### src/cmw_pkg.sv
// cmw_pkg: shared types and constants for the cbor map/text walker
// token kinds, header decode constants, result beat and stack command structs
// no dependencies
`default_nettype none

package cmw_pkg;

    // token kind codes carried on token_kind
    typedef enum logic [1:0] {
        TK_TEXT = 2'd0,
        TK_MAP  = 2'd1,
        TK_END  = 2'd2,
        TK_ERR  = 2'd3
    } token_kind_t;

    // major types accepted in an initial byte
    localparam logic [2:0] MAJOR_TEXT = 3'd3;
    localparam logic [2:0] MAJOR_MAP  = 3'd5;

    // additional info codes
    localparam logic [4:0] INFO_IMM_LIMIT = 5'd24;
    localparam logic [4:0] INFO_ARG8      = 5'd24;
    localparam logic [4:0] INFO_ARG16     = 5'd25;
    localparam logic [4:0] INFO_ARG32     = 5'd26;

    // number of argument bytes that follow the initial byte
    localparam logic [2:0] HDR_LEN8  = 3'd1;
    localparam logic [2:0] HDR_LEN16 = 3'd2;
    localparam logic [2:0] HDR_LEN32 = 3'd4;

    // result queue geometry
    localparam int RQ_DEPTH = 4;
    localparam int RQ_CNT_W = 3;

    // one result beat
    typedef struct packed {
        token_kind_t  kind;
        logic [31:0]  argument;
        logic [3:0]   nest_depth;
        logic [16:0]  payload_offset;
        logic         final_token;
    } result_t;

    // walker to stack: one push or one item completion per byte, plus buffer clear
    typedef struct packed {
        logic         push;
        logic         done;
        logic         clear;
        logic [32:0]  push_count;
    } stack_cmd_t;

endpackage

`default_nettype wire

### src/cmw_stack.sv
// cmw_stack: open-map stack, one cell per level with its own decrement
// completion of an item pops every level that reaches zero in a single cycle
// depends on cmw_pkg
`default_nettype none

module cmw_stack #(
    parameter int MAX_DEPTH = 8
) (
    input  wire                                   clk,
    input  wire                                   rst_n,
    input  cmw_pkg::stack_cmd_t                   cmd,
    output logic [$clog2(MAX_DEPTH + 1) - 1:0]    level,
    output logic [$clog2(MAX_DEPTH + 1) - 1:0]    pop_level
);

    localparam int LVL_W = $clog2(MAX_DEPTH + 1);

    logic [32:0]      entry_reg  [MAX_DEPTH];
    logic [32:0]      entry_next [MAX_DEPTH];
    logic [LVL_W-1:0] level_reg;
    logic [LVL_W-1:0] level_next;

    assign level = level_reg;

    // level left after an item completes: just above the highest open entry not at one
    always_comb
    begin
        pop_level = '0;
        for (int i = 0; i < MAX_DEPTH; i++)
        begin
            if ((LVL_W'(i) < level_reg) && (entry_reg[i] != 33'd1))
            begin
                pop_level = LVL_W'(i + 1);
            end
        end
    end

    // per-cell update: load on push, decrement the surviving top on completion
    always_comb
    begin
        for (int i = 0; i < MAX_DEPTH; i++)
        begin
            entry_next[i] = entry_reg[i];
            if (cmd.push && (LVL_W'(i) == level_reg))
            begin
                entry_next[i] = cmd.push_count;
            end
            else if (cmd.done && (pop_level != '0) && (LVL_W'(i) == pop_level - LVL_W'(1)))
            begin
                entry_next[i] = entry_reg[i] - 33'd1;
            end
        end
    end

    // next stack level
    always_comb
    begin
        if (cmd.clear)
        begin
            level_next = '0;
        end
        else if (cmd.push)
        begin
            level_next = level_reg + LVL_W'(1);
        end
        else if (cmd.done)
        begin
            level_next = pop_level;
        end
        else
        begin
            level_next = level_reg;
        end
    end

    // level register
    always_ff @(posedge clk or negedge rst_n)
    begin
        if (!rst_n)
        begin
            level_reg <= '0;
        end
        else
        begin
            level_reg <= level_next;
        end
    end

    // cell storage, only levels below the stack level are ever looked at
    always_ff @(posedge clk)
    begin
        entry_reg <= entry_next;
    end

endmodule

`default_nettype wire

### src/cmw_walker.sv
// cmw_walker: per-byte header decode, payload skipping and token generation
// holds header accumulator, counters, offset and halt flag; drives the stack
// depends on cmw_pkg
`default_nettype none

module cmw_walker #(
    parameter int MAX_DEPTH = 8,
    parameter int MAX_BYTES = 65536
) (
    input  wire                                   clk,
    input  wire                                   rst_n,
    input  wire                                   fire,
    input  wire  [7:0]                            data_byte,
    input  wire                                   is_last,
    input  wire                                   no_byte,
    input  wire  [$clog2(MAX_DEPTH + 1) - 1:0]    level,
    input  wire  [$clog2(MAX_DEPTH + 1) - 1:0]    pop_level,
    output cmw_pkg::stack_cmd_t                   cmd,
    output logic [1:0]                            res_cnt,
    output cmw_pkg::result_t                      res0,
    output cmw_pkg::result_t                      res1
);

    localparam int LVL_W = $clog2(MAX_DEPTH + 1);
    localparam int OFF_W = $clog2(MAX_BYTES + 1);

    logic [31:0]      hdr_accum_reg, hdr_accum_next;
    logic [2:0]       hdr_left_reg, hdr_left_next;
    logic             hdr_kind_reg, hdr_kind_next;
    logic [31:0]      text_left_reg, text_left_next;
    logic [OFF_W-1:0] offset_reg, offset_next;
    logic             halted_reg, halted_next;

    // end of buffer beat: end of data when nothing is open, parse error otherwise
    function automatic cmw_pkg::result_t end_beat(
        input logic        clean,
        input logic [3:0]  depth,
        input logic [16:0] off
    );
        cmw_pkg::result_t r;
        r                = '0;
        r.kind           = clean ? cmw_pkg::TK_END : cmw_pkg::TK_ERR;
        r.nest_depth     = clean ? 4'd0 : depth;
        r.payload_offset = off;
        return r;
    endfunction

    // byte decode and token build
    always_comb
    begin
        logic [2:0]       major;
        logic [4:0]       info;
        logic [31:0]      accum_shift;
        logic [OFF_W-1:0] off_inc;
        logic [LVL_W-1:0] level_after;
        logic             err;
        logic             tok;
        logic             clr;
        logic             hdr_fin;
        logic             fin_map;
        logic [31:0]      fin_arg;
        logic             clean;

        major       = data_byte[7:5];
        info        = data_byte[4:0];
        accum_shift = {hdr_accum_reg[23:0], data_byte};
        off_inc     = offset_reg + OFF_W'(1);
        err         = 1'b0;
        tok         = 1'b0;
        clr         = 1'b0;
        hdr_fin     = 1'b0;
        fin_map     = 1'b0;
        fin_arg     = '0;
        clean       = 1'b0;
        level_after = level;

        hdr_accum_next = hdr_accum_reg;
        hdr_left_next  = hdr_left_reg;
        hdr_kind_next  = hdr_kind_reg;
        text_left_next = text_left_reg;
        offset_next    = offset_reg;
        halted_next    = halted_reg;
        cmd            = '0;
        res_cnt        = 2'd0;
        res0           = '0;
        res1           = '0;

        if (fire)
        begin
            if (no_byte)
            begin
                // empty item closes the buffer
                if (!halted_reg)
                begin
                    clean   = (hdr_left_reg == 3'd0) && (text_left_reg == 32'd0)
                              && (level == '0);
                    res0    = end_beat(clean, 4'(level), 17'(offset_reg));
                    res_cnt = 2'd1;
                end
                clr = 1'b1;
            end
            else if (halted_reg)
            begin
                clr = is_last;
            end
            else
            begin
                if (offset_reg >= OFF_W'(MAX_BYTES))
                begin
                    err = 1'b1;
                end
                else
                begin
                    offset_next = off_inc;
                    if (text_left_reg != 32'd0)
                    begin
                        // text payload byte
                        text_left_next = text_left_reg - 32'd1;
                        cmd.done       = (text_left_reg == 32'd1);
                    end
                    else if (hdr_left_reg != 3'd0)
                    begin
                        // big-endian argument byte
                        hdr_accum_next = accum_shift;
                        hdr_left_next  = hdr_left_reg - 3'd1;
                        if (hdr_left_reg == 3'd1)
                        begin
                            hdr_fin = 1'b1;
                            fin_arg = accum_shift;
                            fin_map = hdr_kind_reg;
                        end
                    end
                    else if ((major != cmw_pkg::MAJOR_TEXT) && (major != cmw_pkg::MAJOR_MAP))
                    begin
                        err = 1'b1;
                    end
                    else
                    begin
                        // initial byte of a text or map
                        hdr_kind_next  = (major == cmw_pkg::MAJOR_MAP);
                        hdr_accum_next = '0;
                        if (info < cmw_pkg::INFO_IMM_LIMIT)
                        begin
                            hdr_fin = 1'b1;
                            fin_arg = 32'(info);
                            fin_map = (major == cmw_pkg::MAJOR_MAP);
                        end
                        else if (info == cmw_pkg::INFO_ARG8)
                        begin
                            hdr_left_next = cmw_pkg::HDR_LEN8;
                        end
                        else if (info == cmw_pkg::INFO_ARG16)
                        begin
                            hdr_left_next = cmw_pkg::HDR_LEN16;
                        end
                        else if (info == cmw_pkg::INFO_ARG32)
                        begin
                            hdr_left_next = cmw_pkg::HDR_LEN32;
                        end
                        else
                        begin
                            err = 1'b1;
                        end
                    end
                end

                // completed header: open a map, start a text, or finish an empty item
                if (hdr_fin)
                begin
                    hdr_accum_next = '0;
                    if (fin_map && (fin_arg != 32'd0))
                    begin
                        if (level >= LVL_W'(MAX_DEPTH))
                        begin
                            err = 1'b1;
                        end
                        else
                        begin
                            cmd.push       = 1'b1;
                            cmd.push_count = {fin_arg, 1'b0};
                        end
                    end
                    else if (fin_arg != 32'd0)
                    begin
                        text_left_next = fin_arg;
                    end
                    else
                    begin
                        cmd.done = 1'b1;
                    end
                    if (!err)
                    begin
                        tok                 = 1'b1;
                        res0.kind           = fin_map ? cmw_pkg::TK_MAP : cmw_pkg::TK_TEXT;
                        res0.argument       = fin_arg;
                        res0.nest_depth     = 4'(level);
                        res0.payload_offset = 17'(off_inc);
                    end
                end

                // stack level once this byte is applied
                if (cmd.push)
                begin
                    level_after = level + LVL_W'(1);
                end
                else if (cmd.done)
                begin
                    level_after = pop_level;
                end

                if (err)
                begin
                    res0                = '0;
                    res0.kind           = cmw_pkg::TK_ERR;
                    res0.nest_depth     = 4'(level);
                    res0.payload_offset = 17'(offset_reg);
                    res_cnt             = 2'd1;
                    halted_next         = 1'b1;
                    clr                 = is_last;
                end
                else if (is_last)
                begin
                    clean = (hdr_left_next == 3'd0) && (text_left_next == 32'd0)
                            && (level_after == '0);
                    if (tok)
                    begin
                        res1    = end_beat(clean, 4'(level_after), 17'(offset_next));
                        res_cnt = 2'd2;
                    end
                    else
                    begin
                        res0    = end_beat(clean, 4'(level_after), 17'(offset_next));
                        res_cnt = 2'd1;
                    end
                    clr = 1'b1;
                end
                else
                begin
                    res_cnt = {1'b0, tok};
                end
            end

            // mark the last beat of this byte
            if (res_cnt == 2'd2)
            begin
                res1.final_token = 1'b1;
            end
            else if (res_cnt == 2'd1)
            begin
                res0.final_token = 1'b1;
            end

            // back to the idle walker state for the next buffer
            if (clr)
            begin
                hdr_accum_next = '0;
                hdr_left_next  = '0;
                hdr_kind_next  = 1'b0;
                text_left_next = '0;
                offset_next    = '0;
                halted_next    = 1'b0;
                cmd.clear      = 1'b1;
            end
        end
    end

    // walker state
    always_ff @(posedge clk or negedge rst_n)
    begin
        if (!rst_n)
        begin
            hdr_accum_reg <= '0;
            hdr_left_reg  <= '0;
            hdr_kind_reg  <= 1'b0;
            text_left_reg <= '0;
            offset_reg    <= '0;
            halted_reg    <= 1'b0;
        end
        else
        begin
            hdr_accum_reg <= hdr_accum_next;
            hdr_left_reg  <= hdr_left_next;
            hdr_kind_reg  <= hdr_kind_next;
            text_left_reg <= text_left_next;
            offset_reg    <= offset_next;
            halted_reg    <= halted_next;
        end
    end

endmodule

`default_nettype wire

### src/cmw_res_queue.sv
// cmw_res_queue: shifting result queue, takes up to two beats per cycle
// head slot drives the output port; room means two free slots
// depends on cmw_pkg
`default_nettype none

module cmw_res_queue (
    input  wire                clk,
    input  wire                rst_n,
    input  wire  [1:0]         push_cnt,
    input  cmw_pkg::result_t   push0,
    input  cmw_pkg::result_t   push1,
    output logic               room,
    output logic               out_valid,
    input  wire                out_stall,
    output cmw_pkg::result_t   head
);

    localparam int DEPTH = cmw_pkg::RQ_DEPTH;
    localparam int CNT_W = cmw_pkg::RQ_CNT_W;

    cmw_pkg::result_t slot_reg  [DEPTH];
    cmw_pkg::result_t slot_next [DEPTH];
    logic [CNT_W-1:0] count_reg, count_next;
    logic             pop;
    logic [CNT_W-1:0] cnt_base;

    assign out_valid = (count_reg != '0);
    assign head      = slot_reg[0];
    assign room      = (count_reg <= CNT_W'(DEPTH - 2));
    assign pop       = out_valid && !out_stall;
    assign cnt_base  = count_reg - CNT_W'(pop);

    // shift on pop, then drop new beats behind the remaining ones
    always_comb
    begin
        for (int i = 0; i < DEPTH - 1; i++)
        begin
            slot_next[i] = pop ? slot_reg[i + 1] : slot_reg[i];
        end
        slot_next[DEPTH-1] = slot_reg[DEPTH-1];
        for (int i = 0; i < DEPTH; i++)
        begin
            if ((push_cnt != 2'd0) && (CNT_W'(i) == cnt_base))
            begin
                slot_next[i] = push0;
            end
            else if ((push_cnt == 2'd2) && (CNT_W'(i) == cnt_base + CNT_W'(1)))
            begin
                slot_next[i] = push1;
            end
        end
        count_next = cnt_base + CNT_W'(push_cnt);
    end

    // occupancy
    always_ff @(posedge clk or negedge rst_n)
    begin
        if (!rst_n)
        begin
            count_reg <= '0;
        end
        else
        begin
            count_reg <= count_next;
        end
    end

    // slot payload
    always_ff @(posedge clk)
    begin
        slot_reg <= slot_next;
    end

endmodule

`default_nettype wire

### src/cbor_map_text_walker.sv
// cbor_map_text_walker: streaming walker over text strings and maps, one byte a beat
// an accepted byte passes the input register and a queue slot before reaching the output
// throughput: one byte per cycle; a byte gives 0, 1 or 2 result beats, the result queue
// drains one beat per cycle unless stalled; input register holds under two free slots
// reset: asynchronous active low, clears walker state, stack level and queue; no sweep
// depends on cmw_pkg, cmw_stack, cmw_walker, cmw_res_queue
`default_nettype none

module cbor_map_text_walker #(
    parameter int MAX_DEPTH = 8,
    parameter int MAX_BYTES = 65536
) (
    input  wire          clk,
    input  wire          rst_n,
    input  wire          in_valid,
    output logic         in_stall,
    input  wire  [7:0]   data_byte,
    input  wire          is_last,
    input  wire          no_byte,
    output logic         out_valid,
    input  wire          out_stall,
    output logic [1:0]   token_kind,
    output logic [31:0]  argument,
    output logic [3:0]   nest_depth,
    output logic [16:0]  payload_offset,
    output logic         final_token
);

    localparam int LVL_W = $clog2(MAX_DEPTH + 1);

    logic                in_vld_reg;
    logic [7:0]          byte_reg;
    logic                last_reg;
    logic                none_reg;
    logic                room;
    logic                fire;
    cmw_pkg::stack_cmd_t cmd;
    logic [LVL_W-1:0]    level;
    logic [LVL_W-1:0]    pop_level;
    logic [1:0]          res_cnt;
    cmw_pkg::result_t    res0;
    cmw_pkg::result_t    res1;
    cmw_pkg::result_t    head;

    // input register holds while the result queue is short of space
    assign fire     = in_vld_reg && room;
    assign in_stall = in_vld_reg && !room;

    always_ff @(posedge clk or negedge rst_n)
    begin
        if (!rst_n)
        begin
            in_vld_reg <= 1'b0;
        end
        else if (!in_stall)
        begin
            in_vld_reg <= in_valid;
        end
    end

    always_ff @(posedge clk)
    begin
        if (in_valid && !in_stall)
        begin
            byte_reg <= data_byte;
            last_reg <= is_last;
            none_reg <= no_byte;
        end
    end

    cmw_walker #(
        .MAX_DEPTH (MAX_DEPTH),
        .MAX_BYTES (MAX_BYTES)
    ) u_walker (
        .clk       (clk),
        .rst_n     (rst_n),
        .fire      (fire),
        .data_byte (byte_reg),
        .is_last   (last_reg),
        .no_byte   (none_reg),
        .level     (level),
        .pop_level (pop_level),
        .cmd       (cmd),
        .res_cnt   (res_cnt),
        .res0      (res0),
        .res1      (res1)
    );

    cmw_stack #(
        .MAX_DEPTH (MAX_DEPTH)
    ) u_stack (
        .clk       (clk),
        .rst_n     (rst_n),
        .cmd       (cmd),
        .level     (level),
        .pop_level (pop_level)
    );

    cmw_res_queue u_queue (
        .clk       (clk),
        .rst_n     (rst_n),
        .push_cnt  (res_cnt),
        .push0     (res0),
        .push1     (res1),
        .room      (room),
        .out_valid (out_valid),
        .out_stall (out_stall),
        .head      (head)
    );

    // output beat fields
    assign token_kind     = head.kind;
    assign argument       = head.argument;
    assign nest_depth     = head.nest_depth;
    assign payload_offset = head.payload_offset;
    assign final_token    = head.final_token;

`ifndef SYNTHESIS
    // results only come from a processed byte
    a_res_from_fire: assert property (@(posedge clk) disable iff (!rst_n)
        (res_cnt != 2'd0) |-> fire)
        else $error("result beat without a processed byte");

    // a pair of beats is a header token followed by end of data or an error
    a_pair_shape: assert property (@(posedge clk) disable iff (!rst_n)
        (res_cnt == 2'd2) |-> (res1.final_token && !res0.final_token
            && (res1.kind == cmw_pkg::TK_END || res1.kind == cmw_pkg::TK_ERR)
            && (res0.kind == cmw_pkg::TK_TEXT || res0.kind == cmw_pkg::TK_MAP)))
        else $error("bad two-beat result");

    // end of data only with every map closed
    a_end_flat: assert property (@(posedge clk) disable iff (!rst_n)
        (res_cnt != 2'd0 && res0.kind == cmw_pkg::TK_END)
            |-> (res0.nest_depth == 4'd0 && res0.argument == 32'd0))
        else $error("end of data with open nesting");

    // stack never grows past its depth
    a_depth_bound: assert property (@(posedge clk) disable iff (!rst_n)
        cmd.push |-> (level < LVL_W'(MAX_DEPTH)))
        else $error("push beyond stack depth");
`endif

endmodule

`default_nettype wire
### config.mk
export PLATFORM = sky130hd
export DESIGN_NAME = cbor_map_text_walker
export DESIGN_NICKNAME = d
export VERILOG_FILES = /design/src/cmw_pkg.sv /design/src/cmw_stack.sv /design/src/cmw_walker.sv /design/src/cmw_res_queue.sv /design/src/cbor_map_text_walker.sv
export SDC_FILE = /design/constraint.sdc
export NUM_CORES = 1
export LEC_CHECK = 0
export BUFFER_PORTS_ARGS = -buffer_cell sky130_fd_sc_hd__clkbuf_2
export CAP_MARGIN = 20
export CORE_MARGIN = 2
export CORE_UTILIZATION = 61
export CTS_CLUSTER_DIAMETER = 100
export DETAILED_ROUTE_END_ITERATION = 6
export HOLD_SLACK_MARGIN = 0.05
export PLACE_DENSITY = 0.78
export SLEW_MARGIN = 20
export SYNTH_ARGS = -nofsm -noshare
export SYNTH_HDL_FRONTEND = slang
export SYNTH_SLANG_ARGS = --single-unit
### constraint.sdc
create_clock -name clk -period 13.75 [get_ports clk]
set_input_delay 0.6875 -clock clk [delete_from_list [all_inputs] [get_ports clk]]
set_output_delay 0.6875 -clock clk [all_outputs]
set_load 0.05 [all_outputs]
# Word-level counts from Yosys, hierarchy flattened
# Cells that the tools add are included.
[word_totals] memories=0 mem_bits_rw=0 romBits=0 reg_bits=584 in_bits=14 wordCells=390 latchBits=0
[op_classes] muxes=196 shifts=0 div=0 mul=0 order_cmp=12 bitwise_logic=0 n_reduce_logical=78 n_eq_ne=48 addsub=16
[op_table] op="$mux 56" count=24
[op_table] op="$mux 33" count=21
[op_table] op="$mux 32" count=19
[op_table] op="$ne 33x1->1 const B" count=8
[op_table] op="$sub 33x1->33 const B" count=8
[op_table] op="$mux 24" count=8
[op_table] op="$mux 55" count=2
[op_table] op="$mux 1" count=72
[op_table] op="$mux 17" count=4
[op_table] op="$mux 4" count=17
[op_table] op="$logic_not 32->1" count=2
[op_table] op="$reduce_bool 32->1" count=2
[op_table] op="$logic_and 1x1->1" count=43
[op_table] op="$mux 3" count=14
[op_table] op="$mux 36" count=1
[op_table] op="$eq 3x4->1 const A" count=8
[op_table] op="$eq 32x1->1 const B" count=1
[op_table] op="$sub 32x1->32 const B" count=1
[op_table] op="$mux 2" count=13
[op_table] op="$reduce_bool 2->1" count=10
[op_table] op="$reduce_bool 3->1" count=6
[op_table] op="$add 17x1->17 const B" count=1
[op_table] op="$ge 17x17->1 const B" count=1
[op_table] op="$eq 2x4->1 const A" count=4
[op_table] op="34 further kinds" count=60

# Logic depth before layout (Yosys ltp)
[depth] ltp_word=33 mapped_depth=20

# Cells and area by module
# Synthesis repeated with hierarchy kept, for this count alone.
[unflattened] cells_unflattened=3821 hier_area_um2=35868.2
[modules_own_cells] module="cmw_stack" area_each_um2=16081.7 cells_each=1706 n_inst=1 seq_area_each_um2=8027.7
[modules_own_cells] module="cmw_res_queue" area_each_um2=12629.6 cells_each=1140 n_inst=1 seq_area_each_um2=6801.5
[modules_own_cells] module="cmw_walker" area_each_um2=6792.8 cells_each=959 n_inst=1 seq_area_each_um2=1951.9
[modules_own_cells] module="cbor_map_text_walker" area_each_um2=364.1 cells_each=16 n_inst=1 seq_area_each_um2=325.3

# Worst setup path before layout
# OpenSTA, ideal clock, no wires.
[synth_path] path_kind="register -> register" startpoint="register u_walker.text_left_reg[6]" endpoint="register u_queue.slot_reg[0] (netlist bit) (enable)" setup_slack_ns=7.354 setup_time_ns=0.477 stages_incl_launch_ff=14 arrival_ns=5.919 required_time_ns=13.273 n_path_buf=4 cell_sequence="dfrtp_1 > buf_4 > or4_1 > buf_2 > or3_1 > buf_2 > or4_4 > o21a_1 > o21ai_1 > ha_1 > and3_1 > clkbuf_1 > a21oi_1 > nor2b_1"
[synth_between] elab_chain_len=28
[synth_lines] element="start: declaration" line="cmw_walker.sv:30" source="logic [31:0] text_left_reg, text_left_next;"
[synth_lines] element="start signal: assignment" line="cmw_walker.sv:284" source="text_left_reg <= text_left_next;"
[synth_lines] element="$reduce_bool 32->1 *" line="cmw_walker.sv:115" source="if (text_left_reg != 32'd0)"
[synth_lines] element="$mux 32" line="cmw_walker.sv:115"
[synth_lines] element="$mux 32" line="cmw_walker.sv:108" source="if (offset_reg >= OFF_W'(MAX_BYTES))"
[synth_lines] element="$mux 32" line="cmw_walker.sv:102" source="else if (halted_reg)"
[synth_lines] element="$mux 32" line="cmw_walker.sv:90" source="if (no_byte)"
[synth_lines] element="$mux 32" line="cmw_walker.sv:88" source="if (fire)"
[synth_lines] element="$reduce_bool 32->1" line="cmw_walker.sv:171" source="if (fin_map && (fin_arg != 32'd0))"
[synth_lines] element="$logic_and 1x1->1" line="cmw_walker.sv:171"
[synth_lines] element="(+11 left out)"
[synth_lines] element="$mux 2" line="cmw_walker.sv:221" source="else if (is_last)"
[synth_lines] element="$mux 2 *" line="cmw_walker.sv:211" source="if (err)"
[synth_lines] element="$mux 2 *" line="cmw_walker.sv:102"
[synth_lines] element="$mux 2 *" line="cmw_walker.sv:90"
[synth_lines] element="$mux 2 * (2 in a row)" line="cmw_walker.sv:88"
[synth_lines] element="$eq 2x2->1 / $reduce_bool 2->1 (equally long branches)" line="cmw_res_queue.sv:47, cmw_res_queue.sv:43"
[synth_lines] element="$logic_and 1x1->1 (on tied branches)" line="cmw_res_queue.sv:47, cmw_res_queue.sv:43"
[synth_lines] element="$reduce_bool 2->1 (no line) *"
[synth_lines] element="end signal: assignment" line="cmw_res_queue.sv:71" source="slot_reg <= slot_next;"
[synth_lines] element="end: declaration" line="cmw_res_queue.sv:21" source="cmw_pkg::result_t slot_reg [DEPTH];"
# Mark *: on every way between the ends. The rest lies on a longest branch, timed or not. The select of a mux whose other input is x is not followed.
# A chain may end at the register's enable or synchronous reset.

# Worst setup path in the final report
[layout_path] startpoint="register u_walker.text_left_reg[28]" endpoint="register u_queue.slot_reg[125] (netlist bit) (enable)"
[layout_between] elab_chain_len=28
[layout_lines] element="$reduce_bool 32->1 *" line="cmw_walker.sv:115"
[layout_lines] element="$mux 32" line="cmw_walker.sv:115"
[layout_lines] element="$mux 32" line="cmw_walker.sv:108"
[layout_lines] element="$mux 32" line="cmw_walker.sv:102"
[layout_lines] element="$mux 32" line="cmw_walker.sv:90"
[layout_lines] element="$mux 32" line="cmw_walker.sv:88"
[layout_lines] element="$reduce_bool 32->1" line="cmw_walker.sv:171"
[layout_lines] element="$logic_and 1x1->1" line="cmw_walker.sv:171"
[layout_lines] element="(+11 left out)"
[layout_lines] element="$mux 2" line="cmw_walker.sv:221"
[layout_lines] element="$mux 2 *" line="cmw_walker.sv:211"
[layout_lines] element="$mux 2 *" line="cmw_walker.sv:102"
[layout_lines] element="$mux 2 *" line="cmw_walker.sv:90"
[layout_lines] element="$mux 2 * (2 in a row)" line="cmw_walker.sv:88"
[layout_lines] element="$eq 2x2->1 / $reduce_bool 2->1 (equally long branches)" line="cmw_res_queue.sv:47, cmw_res_queue.sv:43"
[layout_lines] element="$logic_and 1x1->1 (on tied branches)" line="cmw_res_queue.sv:47, cmw_res_queue.sv:43"
[layout_lines] element="$reduce_bool 3->1 (no line) *"
# Marked as above.

==> impl_metrics.py <==
metrics = {
    "outcome": {
        "status": "finished, final reports clean",
    },
    "synth": {
        "synth_top_area_share": 0.448,
        "synthTopCellsByArea": "edfxtp_1 (45%), dfrtp_1 (6.4%), nor2_1 (5.4%)",
        "ys_seq_area_frac": 0.512,
        "yosysMostFrequentCell": "edfxtp_1",
        "yosys.area.top_type": "edfxtp_1",
        "netlist_area_um2": 33400,
        "async_reset_ff_frac": 0.147,
        "synth_cell_types": 89,
        "synth_edf_count": 498,
        "synth-seq-cells": 584,
        "syn_area_per_cell_um2": 9.50,
        "synth_fp_nets": 3566,
        "ys_top_cells_by_count": "edfxtp_1 (498), nor2_1 (479), nand2_1 (388)",
        "ys.flop_type": "edfxtp_1",
        "yosysWarnings": 0,
        "syn_inst": 3518,
    },
    "grt": {
        "grt_usage": 0.328,
        "grt_overflow": 0,
        "antenna_found_initial": 1,
        "grt_pass1_wl_um": 145000,
        "grt_max_degree": 70,
        "grt_pass1_vias": 25800,
    },
    "floorplanning": {
        "fp.dieW_um": 238,
        "start_util": 0.619,
        "die_h_um": 238,
        "ios": 72,
        "std_cell_rows": 85,
        "core_region_area_um2": 54000,
        "die_area_um2": 56700,
    },
    "setup_path": {
        "r2r_cells": 11,
        "start_kind": "register",
        "critical-path-top-delay-family": "simple AND/OR/NAND/NOR gates",
        "cp.required_ns": 14.05,
        "crit_chain": "nor4_1 -> nand4_1 -> or4_4 -> o21a_1 -> o21ai_1 -> ha_1 -> a31oi_4 -> nand3_2 -> and2_2 -> nand2_2 -> buf_4",
        "regToRegSetupSlack_ns": 7.02,
        "crit_buf_inv": 1,
        "worst_r2r_endpoint": "u_queue.slot_reg[125]$_DFFE_PP_",
        "crit_path_end_kind": "register",
        "rr_startpoint": "u_walker.text_left_reg[28]$_DFFE_PN0P_",
        "arrival_ns": 7.02,
        "crit_path_max_fanout": 37,
        "crit_path_end": "u_queue.slot_reg[125]$_DFFE_PP_",
        "cp_num_cells": 11,
        "worstSetupPathType": "register to register",
        "max_stage_delay_ns": 0.74,
        "slowest_stage": "or4_4",
        "worstSetupStartpoint": "u_walker.text_left_reg[28]$_DFFE_PN0P_",
    },
    "sta": {
        "post-route-min-period_ns": 6.73,
        "tns_ns": 0,
        "worst_pin_slew_ns": 1.09,
        "post-route-period-util": 0.489,
        "hold_viol": 0,
        "finalClockSkew_ns": 0.0401,
        "max_clock_freq_mhz": 149,
        "slew_violations": 0,
        "finalSetupViolations": 0,
        "slew_headroom": 0.272,
        "rsz0062_at_grt": "false",
    },
    "detailed_routing": {
        "drt-pass1-iter-count": 6,
        "vias_per_cell": 6.56,
        "wl_per_cell_um": 22.5,
        "totalWireLength_um": 94600,
        "vias": 27500,
        "ant_nets": 0,
        "drc": 0,
        "drt_iter0_drc": 3196,
    },
    "power_and_ir_drop": {
        "irDropWorstVdd_uv": 151,
        "seq_power_share": 0.350,
        "p_sw_uw": 2860,
        "swShare": 0.413,
        "combPwrFrac": 0.399,
        "power.internal_uw": 4060,
        "power.density_nw_per_um2": 193,
        "clkPwrFrac": 0.251,
        "leakage_uw": 0.0139,
    },
    "clock_tree": {
        "path_clk_slew_ns": 0.07,
        "clk_path_buf_depth": 3,
        "insertion_delay_ns": 0.67,
        "cts-root-buf": "clkbuf_16",
        "numCtsBuffers": 60,
        "cts_max_level": 2,
        "cts.sinks": 584,
        "tritoncts": "built",
    },
    "min_path": {
        "min_from": "no_byte",
        "min_path_type": "input port to register",
    },
    "placement": {
        "portBuffers": 71,
        "hpwl_um": 64200,
        "gp_routability_congestion": 0.981,
    },
    "final_layout": {
        "layout.nets": 3494,
        "area_growth_pct": 7.42,
        "largest_reg_flops": 264,
        "fin_util": 0.664,
        "drive_gt1_frac": 0.0809,
    },
    "job": {
        "maxCapViolCount": 0,
    },
}
-- worst register-to-register path, stage by stage (launching register included) --
cell and delay [ns]:
dfrtp_1 0.47, nor4_1 0.63, nand4_1 0.60, or4_4 0.75, o21a_1 0.33, o21ai_1 0.44
ha_1 0.41, a31oi_4 0.36, nand3_2 0.66, and2_2 0.68, nand2_2 0.59, buf_4 0.46
-- area by class of cell --
cell class	instances	area (µm²)
Antenna cell	2	5.00
Clock inverter	44	566
Timing Repair Buffer	116	698
Tap cell	696	871
Fill cell	4114	18100
Multi-Input combinational cell	2634	14900
Inverter	50	188
Clock buffer	69	1540
Sequential cell	584	17100
-- power by group through the flow --
stage | Clock (µW) | Sequential, µW | Combinational, µW
after CTS | 1750 | 2420 | 2720
after global routing | 1820 | 2450 | 2960
after detailed placement | 0 | 2450 | 2710
final | 1740 | 2420 | 2760
after global placement | 0 | 2440 | 2710
after floorplan | 0 | 2400 | 2000
-- per-stage QoR --
step | total power, µW | instance area [µm²] | worst slack, ns | std cells | hold slack (ns)
final | 6920 | 35900 | 7.02 | 4195 | 0.203
after CTS | 6890 | 35900 | 6.83 | 4193 | 0.187
after global placement | 5150 | 33800 | 7.07 | 4079 | 0.498
after floorplan | 4400 | 33400 | 7.35 | 3518 | 0.392
after global routing | 7230 | 35900 | 6.52 | 4193 | 0.195
after detailed placement | 5160 | 33800 | 6.84 | 4079 | 0.500
-- cell usage in the layout, fill, tap and decap left out, types with 19 or more instances in the layout --
cell / count
or4_1: 35
buf_4: 45
a21oi_1: 340
nor4_1: 76
o21ai_0: 206
a22o_1: 20
o21ai_1: 35
clkbuf_16: 60
nand2_1: 386
nand2b_1: 27
mux2i_1: 25
xor2_1: 145
and2_1: 19
inv_1: 50
clkbuf_2: 70
ha_1: 33
and3_1: 36
or3_1: 55
xnor2_1: 109
nor2_1: 476
nand4_1: 29
a211oi_1: 31
nand3_1: 149
nor3_1: 132
o31ai_1: 35
edfxtp_1: 498
dfrtp_1: 86
-- how the worst min path moves through the flow --
stage / cells after the start / endpoint / slack [ns]
3_3_place_gp: 2 / u_walker.hdr_accum_reg[19]$_DFFE_PN0P_ / 0.50
6_report: 1 / none_reg$_DFFE_PP_ / 0.20
3_5_place_dp: 2 / u_walker.hdr_kind_reg$_DFFE_PN0P_ / 0.50
5_1_grt: 1 / byte_reg[4]$_DFFE_PP_ / 0.19
4_1_cts: 1 / byte_reg[4]$_DFFE_PP_ / 0.19
2_1_floorplan: 0 / in_vld_reg$_DFFE_PN0N_ / 0.39
-- per-layer routing --
layer | up-vias | part of all wire | GRT usage
li1 | 12600 | - | -
met5 | - | 0 | 0
met3 | 242 | 0.086 | 0.0456
met2 | 1463 | 0.46 | 0.528
met1 | 13200 | 0.40 | 0.441
met4 | 0 | 0.049 | 0.158
-- logic make-up after synthesis --
family / count (synthesis) / share of synthesized area
AOI/OAI and AO/OA: 800 / 0.140
buffers and inverters: 300 / 0.0447
muxes: 30 / 0.00917
DFF: 584 / 0.512
adders and majority gates: 34 / 0.0130
and+or+nand+nor: 1516 / 0.215
xor gates and xnor gates: 254 / 0.0666
-- what timing repair did --
item | CTS | global route
hold endpoints to repair | 32 | 0
endpoints found under the setup margin | 0 | 0
hold buffers | 1 | 0
resized for setup | 0 | 0
buffers inserted | 0 | 0
Note: power is estimated with default switching activity, not from simulation.
